[src/rtl/core/sliding_window_median_defines.svh]
// ----------------------------------------------------------------------------
// sliding window median assertion macros
// shared property forms for the running median filter checks
// ----------------------------------------------------------------------------
`ifndef SLIDING_WINDOW_MEDIAN_DEFINES_SVH
`define SLIDING_WINDOW_MEDIAN_DEFINES_SVH

// same-cycle implication
`define SWM_ASSERT_IMPLY(lbl, ante, cons) \
  lbl: assert property (@(posedge clk_i) disable iff (!rst_ni) (ante) |-> (cons)) \
    else $error("swm check failed");

// next-cycle implication
`define SWM_ASSERT_NEXT(lbl, ante, cons) \
  lbl: assert property (@(posedge clk_i) disable iff (!rst_ni) (ante) |=> (cons)) \
    else $error("swm check failed");

`endif

[src/rtl/core/swm_pkg.sv]
// ----------------------------------------------------------------------------
// swm_pkg
// types and constants of the sliding window median filter
// ----------------------------------------------------------------------------
package swm_pkg;

  localparam int unsigned MAX_WINDOW  = 16;
  localparam int unsigned SAMPLE_BITS = 16;
  localparam int unsigned CFG_W       = 5;
  localparam int unsigned CFG_RESET   = 3;
  localparam int unsigned IDX_W = (MAX_WINDOW > 1) ? $clog2(MAX_WINDOW) : 1;
  localparam int unsigned CNT_W = $clog2(MAX_WINDOW + 1);

  typedef struct packed {
    logic signed [SAMPLE_BITS-1:0] sample;
    logic                          last_sample;
  } in_word_t;

  typedef struct packed {
    logic signed [SAMPLE_BITS:0] median_doubled;
    logic                        end_of_sequence;
  } out_word_t;

  typedef struct packed {
    logic signed [SAMPLE_BITS-1:0] val;
    logic [IDX_W-1:0]              age;
  } cell_data_t;

  typedef struct packed {
    logic signed [SAMPLE_BITS-1:0] sample;
    logic                          accept;
    logic                          full;
    logic [IDX_W-1:0]              age_del;
    logic [CNT_W-1:0]              fill;
    logic [CNT_W-1:0]              n_keep;
    logic [CNT_W-1:0]              rm_idx;
  } cell_ctrl_t;

endpackage

[src/rtl/core/swm_cell.sv]
// ----------------------------------------------------------------------------
// swm_cell
// one slot of the sorted window: drops the oldest entry and inserts the new
// sample in order, trading entries with its neighbors
// ----------------------------------------------------------------------------
module swm_cell (
  input  logic                 clk_i,
  input  logic [swm_pkg::IDX_W-1:0] idx_i,
  input  swm_pkg::cell_ctrl_t  ctrl_i,
  input  swm_pkg::cell_data_t  right_a_i,
  input  swm_pkg::cell_data_t  left_b_i,
  input  logic                 left_le_i,
  output swm_pkg::cell_data_t  a_o,
  output swm_pkg::cell_data_t  b_o,
  output logic                 le_o,
  output logic                 del_o
);

  swm_pkg::cell_data_t data_q, data_d, pick;
  logic [swm_pkg::CNT_W-1:0] idx_c;
  logic keep, b_valid;

  assign idx_c = swm_pkg::CNT_W'(idx_i);
  assign a_o   = data_q;
  assign del_o = ctrl_i.full && (idx_c < ctrl_i.fill) && (data_q.age == ctrl_i.age_del);

  // window after removal of the oldest entry
  assign keep    = idx_c < ctrl_i.rm_idx;
  assign b_o     = keep ? data_q : right_a_i;
  assign b_valid = idx_c < ctrl_i.n_keep;
  assign le_o    = b_valid && (b_o.val <= ctrl_i.sample);

  always_comb begin
    pick = le_o ? b_o : left_b_i;
    if (!le_o && left_le_i) begin
      data_d.val = ctrl_i.sample;
      data_d.age = '0;
    end else begin
      data_d.val = pick.val;
      data_d.age = pick.age + 1'b1;
    end
  end

  always_ff @(posedge clk_i) begin
    if (ctrl_i.accept) begin
      data_q <= data_d;
    end
  end

endmodule

[src/rtl/core/swm_median.sv]
// ----------------------------------------------------------------------------
// swm_median
// picks the middle entries of the sorted window and holds the result word
// ----------------------------------------------------------------------------
module swm_median (
  input  logic                      clk_i,
  input  logic                      rst_ni,
  input  swm_pkg::cell_data_t       cells_i [swm_pkg::MAX_WINDOW],
  input  logic [swm_pkg::CNT_W-1:0] win_i,
  input  logic                      pend_i,
  input  logic                      pend_last_i,
  input  logic                      stall_i,
  output logic                      valid_o,
  output swm_pkg::out_word_t        word_o
);

  localparam int unsigned S = swm_pkg::SAMPLE_BITS;

  logic [swm_pkg::CNT_W-1:0] hi_idx, lo_idx;
  logic signed [S-1:0] lo_v, hi_v;
  logic valid_q, load;
  swm_pkg::out_word_t word_q;

  assign hi_idx = win_i >> 1;
  assign lo_idx = win_i[0] ? hi_idx : hi_idx - 1'b1;

  always_comb begin
    lo_v = '0;
    hi_v = '0;
    for (int i = 0; i < swm_pkg::MAX_WINDOW; i++) begin
      if (swm_pkg::CNT_W'(i) == lo_idx) lo_v = lo_v | cells_i[i].val;
      if (swm_pkg::CNT_W'(i) == hi_idx) hi_v = hi_v | cells_i[i].val;
    end
  end

  assign load = pend_i && !(valid_q && stall_i);

  always_ff @(posedge clk_i or negedge rst_ni) begin
    if (!rst_ni) begin
      valid_q <= 1'b0;
    end else if (load) begin
      valid_q <= 1'b1;
    end else if (!stall_i) begin
      valid_q <= 1'b0;
    end
  end

  always_ff @(posedge clk_i) begin
    if (load) begin
      word_q.median_doubled  <= {lo_v[S-1], lo_v} + {hi_v[S-1], hi_v};
      word_q.end_of_sequence <= pend_last_i;
    end
  end

  assign valid_o = valid_q;
  assign word_o  = word_q;

endmodule

[src/rtl/core/sliding_window_median.sv]
// ----------------------------------------------------------------------------
// sliding_window_median
// running median over the last window_size samples, kept in a sorted row of
// cells; each word gives twice the median once the window is full
// ----------------------------------------------------------------------------
// result path: an accepted sample is stored in the cell row and pend_q; swm_median then registers the word
// throughput: one sample per cycle while in_stall_o is low, the cell row drops and inserts in one step
// reset: window_size 3, window empty, no pending result; cell contents unreset
// a window_size write also empties the window
module sliding_window_median (
  input  logic                          clk_i,
  input  logic                          rst_ni,
  input  logic                          cfg_we_i,
  input  logic [swm_pkg::CFG_W-1:0]     cfg_wdata_i,
  input  logic                          in_valid_i,
  output logic                          in_stall_o,
  input  swm_pkg::in_word_t             in_word_i,
  output logic                          out_valid_o,
  input  logic                          out_stall_i,
  output swm_pkg::out_word_t            out_word_o
);

  `include "sliding_window_median_defines.svh"

  localparam int unsigned N = swm_pkg::MAX_WINDOW;

  logic [swm_pkg::CFG_W-1:0] cfg_q;
  logic [swm_pkg::CNT_W-1:0] fill_q, fill_d, win, rm_enc;
  logic pend_q, pend_d, pend_last_q, pend_last_d;
  logic accept, full, produces;
  logic [N-1:0] del_vec, le_vec;
  swm_pkg::cell_ctrl_t ctrl;
  swm_pkg::cell_data_t a_vec [N];
  swm_pkg::cell_data_t b_vec [N];

  always_comb begin
    if (cfg_q == '0) begin
      win = swm_pkg::CNT_W'(1);
    end else if (32'(cfg_q) > 32'(N)) begin
      win = swm_pkg::CNT_W'(N);
    end else begin
      win = swm_pkg::CNT_W'(cfg_q);
    end
  end

  assign full       = fill_q == win;
  assign in_stall_o = pend_q && out_valid_o && out_stall_i;
  assign accept     = in_valid_i && !in_stall_o;
  assign produces   = full || ((fill_q + 1'b1) == win);

  always_comb begin
    rm_enc = '0;
    for (int i = 0; i < N; i++) begin
      if (del_vec[i]) rm_enc = rm_enc | swm_pkg::CNT_W'(i);
    end
  end

  always_comb begin
    ctrl.sample  = in_word_i.sample;
    ctrl.accept  = accept;
    ctrl.full    = full;
    ctrl.age_del = swm_pkg::IDX_W'(win - 1'b1);
    ctrl.fill    = fill_q;
    ctrl.n_keep  = full ? win - 1'b1 : fill_q;
    ctrl.rm_idx  = full ? rm_enc : swm_pkg::CNT_W'(N);
  end

  for (genvar g = 0; g < N; g++) begin : g_cell
    swm_pkg::cell_data_t right_a, left_b;
    logic left_le;
    if (g == N - 1) begin : g_last
      assign right_a = '0;
    end else begin : g_mid
      assign right_a = a_vec[g+1];
    end
    if (g == 0) begin : g_first
      assign left_b  = '0;
      assign left_le = 1'b1;
    end else begin : g_rest
      assign left_b  = b_vec[g-1];
      assign left_le = le_vec[g-1];
    end
    swm_cell u_cell (
      .clk_i     (clk_i),
      .idx_i     (swm_pkg::IDX_W'(g)),
      .ctrl_i    (ctrl),
      .right_a_i (right_a),
      .left_b_i  (left_b),
      .left_le_i (left_le),
      .a_o       (a_vec[g]),
      .b_o       (b_vec[g]),
      .le_o      (le_vec[g]),
      .del_o     (del_vec[g])
    );
  end

  always_comb begin
    fill_d      = fill_q;
    pend_d      = pend_q;
    pend_last_d = pend_last_q;
    if (cfg_we_i) begin
      fill_d = '0;
    end else if (accept) begin
      if (in_word_i.last_sample) begin
        fill_d = '0;
      end else if (!full) begin
        fill_d = fill_q + 1'b1;
      end
    end
    if (accept) begin
      pend_d      = produces;
      pend_last_d = in_word_i.last_sample;
    end else if (pend_q && !(out_valid_o && out_stall_i)) begin
      pend_d = 1'b0;
    end
  end

  always_ff @(posedge clk_i or negedge rst_ni) begin
    if (!rst_ni) begin
      cfg_q       <= swm_pkg::CFG_W'(swm_pkg::CFG_RESET);
      fill_q      <= '0;
      pend_q      <= 1'b0;
      pend_last_q <= 1'b0;
    end else begin
      if (cfg_we_i) begin
        cfg_q <= cfg_wdata_i;
      end
      fill_q      <= fill_d;
      pend_q      <= pend_d;
      pend_last_q <= pend_last_d;
    end
  end

  swm_median u_median (
    .clk_i       (clk_i),
    .rst_ni      (rst_ni),
    .cells_i     (a_vec),
    .win_i       (win),
    .pend_i      (pend_q),
    .pend_last_i (pend_last_q),
    .stall_i     (out_stall_i),
    .valid_o     (out_valid_o),
    .word_o      (out_word_o)
  );

  `SWM_ASSERT_IMPLY(a_fill_bound, 1'b1, fill_q <= win)
  `SWM_ASSERT_IMPLY(a_del_onehot, full, $onehot(del_vec))
  `SWM_ASSERT_NEXT(a_pend_held, pend_q && out_valid_o && out_stall_i, pend_q)
  `SWM_ASSERT_NEXT(a_result_queued, accept && produces, pend_q)

endmodule

[config.mk]
export PLATFORM = sky130hd
export DESIGN_NAME = sliding_window_median
export DESIGN_NICKNAME = d
export VERILOG_FILES = /design/src/rtl/core/swm_pkg.sv /design/src/rtl/core/swm_cell.sv /design/src/rtl/core/swm_median.sv /design/src/rtl/core/sliding_window_median.sv
export VERILOG_INCLUDE_DIRS = /design/src /design/src/rtl/core
export SDC_FILE = /design/constraint.sdc
export NUM_CORES = 2
export LEC_CHECK = 0
export ABC_AREA = 1
export BUFFER_PORTS_ARGS = -buffer_cell sky130_fd_sc_hd__clkbuf_2
export CAP_MARGIN = 20
export CORE_ASPECT_RATIO = 1.1
export CORE_MARGIN = 10
export CORE_UTILIZATION = 57
export CTS_CLUSTER_SIZE = 14
export DETAILED_ROUTE_END_ITERATION = 10
export PLACE_DENSITY_LB_ADDON = 0.1
export SETUP_SLACK_MARGIN = 0.4
export SLEW_MARGIN = 20
export SYNTH_ARGS = -nofsm -noshare
export SYNTH_HDL_FRONTEND = slang
export SYNTH_HIERARCHICAL = 1
export SYNTH_SLANG_ARGS = --single-unit
[constraint.sdc]
create_clock -name clk_i -period 9 [get_ports clk_i]
set_clock_uncertainty 0.15 [all_clocks]
set_input_delay 0 -clock clk_i [delete_from_list [all_inputs] [get_ports clk_i]]
set_output_delay 0 -clock clk_i [all_outputs]
set_load 0.03 [all_outputs]
==> reports/results.md <==
- worst setup path category: reg -> reg
- Port Buffers: 46
- max-slew headroom at the worst pin: 26.89%
- layer with the highest usage: met2
- wire length per cell after detailed routing: 25.02 um
- Vias/cell: 6.114
- Pleak: 21.06 nW
- clock tree buffer depth: 3
- All-Layer GR Usage: 37.43%
- worst-skew pair later-pin latency: 0.61 ns
- setup violators final: 0
- highest-count cells in the layout ignoring fill and taps: nand2_1, inv_1, nand3_1
- synthesis-to-finish area growth: 6.815%
- FF-to-FF setup slack: 0.76 ns
- leading cell type in the layout, fill and taps excluded: nand2_1
- number of antenna violations at the first check in global routing: 4
- vias in the first global route: 37850
- timing-limited maximum frequency: 121.3 MHz
- R2R Path End: g_cell[15].u_cell/a_o[9]
- post-route clock period utilization: 91.60%
- Syn Inst Count: 5392
- Die Ht: 305.0 um
- total number of H-tree levels: 2
- Core Region: 0.07313 mm2
- pin count of the biggest net entering global routing: 115
- violation count after the first detailed-route iteration: 4782
- cells on worst reg2reg path: 32
- Power per Cell Area: 367.8 mW/mm2
- HP Start: out_stall_i
- worst endpoint required time: 9.29 ns
- combined buffer and inverter count along the critical path: 9
- cell family with the largest share of critical-path delay: simple AND/OR/NAND/NOR gates
- drc violations: 0
- layout net count: 6049
- CTS buffer count: 45
- result of the run: finished, final reports clean
- instance count after placement with tap cells included: 6465
- source of the worst register-to-register timing path: cfg_q[3]
- synthesized cell area: 0.04208 mm2
- GR met2 Demand/Resource: 58.62%
- Starting Density: 57.54%
- final-report max-slew violation count: 0
- total negative slack: 0 ns
- global-route wire length before repair: 241.1 mm
- worst min-delay path class: in -> reg
- Hold Path Stages: 4
- largest stage delay on the critical path: 0.69 ns
- critical path launch point type: flop
- clock sink count: 351
- num rows: 104
- GRT overflow: 0
- minimum period implied by the final worst setup slack: 8.244 ns
- peak ir drop on the vdd network: 0.2823 mV
- count of nets left with antenna violations after detail routing: 0
- total number of vias: 40190
- share of cells above drive strength 1: 17.54%
- final hold violations: 0
- data arrival time of the critical path: 8.53 ns
- Pre-antenna DRT Iters: 9
- highest net fanout along the worst path: 25
- final estimated routing congestion in global placement: 1.049
- post-CTS clock slew at the launch and capture registers of the worst setup and hold paths: 0.06 ns
- Die Span X: 279.1 um
- number of top-level design ports: 47
- full die area: 0.08510 mm2
- final routed wirelength across all metal layers: 164.5 mm
- GRT met1 Usage: 46.16%
- final core utilization: 61.46%
- HPWL after detailed placement: 124.3 mm
- master cell of the clock root buffer: clkbuf_16
- number of violations of the max-capacitance limit: 0
- measured slew at the worst slew-check pin: 1.095 ns
- RSZ-0062 raised after global routing: no
- fin cells: 6573
- mean instance size in the synthesized netlist: 7.804 um2
- Yosys warning total: 6
- CP Capture Type: flop
- setup fix buffers added after clock tree synthesis: 0
- end point of the worst hold path: u_median/valid_o
- CTS tree: built
- slowest cell on the critical path: nor4_1
- worst hold slack: 0.04613 ns
- GR Util met3: 6.734%
## per-layer routing
| metal | vias to the layer above | part of all wire, % |
|---|---|---|
| met2 | 2046 | 44 |
| met3 | 559 | 9.1 |
| met1 | 18920 | 39 |
| li1 | 18660 | - |
| met4 | 2 | 8.4 |
| met5 | - | 0.0067 |
## sequential cells by signal, indices dropped and copies added, names as in the netlist
signal and flops:
cfg_q 5, fill_q 5, g_cell.u_cell/a_o 320, pend_last_q 1, pend_q 1, u_median/valid_o 1, u_median/word_o 18
## metrics by stage
step                      total power, mW  area (um2)  setup WS [ns]
after floorplan                     11.53       42810          1.215
after global placement              14.20       43260          1.125
after detailed placement            14.40       43260         0.9626
after CTS                           16.24       44900         0.9595
after global routing                17.51       44940         0.4001
final                               16.53       44950         0.7559
## power by group
group          internal, mW  switching, mW
Combinational          3.59           6.41
Clock                  1.00          0.786
Sequential             3.15           1.59
## how the worst max path moves through the flow
stage,endpoint,depth (start not counted),slack [ns],from
6_report,g_cell[15].u_cell/a_o[9],32,0.76,cfg_q[3]
5_1_grt,g_cell[7].u_cell/a_o[6],31,0.40,cfg_q[3]
4_1_cts,g_cell[15].u_cell/a_o[3],33,0.96,cfg_q[3]
3_5_place_dp,g_cell[8].u_cell/a_o[3],33,0.96,cfg_q[3]
3_3_place_gp,g_cell[1].u_cell/a_o[3],37,1.13,cfg_q[3]
2_1_floorplan,g_cell[0].u_cell/a_o[0],3,1.22,u_median/valid_o
## final cells by class
cell class | instances | area, um2
sequential | 351 | 10480
fill | 6672 | 28180
multi-input combinational | 4163 | 27430
timing repair buffer | 135 | 967.2
clock inverter | 22 | 209.0
inverter | 889 | 3495
tap | 954 | 1194
clock buffer | 57 | 1171
antenna | 2 | 5.005
## worst register-to-register path, delay by kind of cell (launching register included)
kind / cells / cell delay (ns)
AO/OA/AOI/OAI: 4 / 0.67
flip-flops: 1 / 0.43
AND/OR/NAND/NOR: 14 / 2.77
adder cells (fa/ha/maj): 3 / 0.99
XOR/XNOR: 1 / 0.15
buffers and inverters: 9 / 2.47
multiplexers: 1 / 0.46
## timing repair
action                                  CTS  global route
hold buffers                             26             0
resized for setup                         0             1
endpoints found under the hold margin    44             0
endpoints found under the setup margin    0             6
Note: power is estimated with default switching activity, not from simulation.
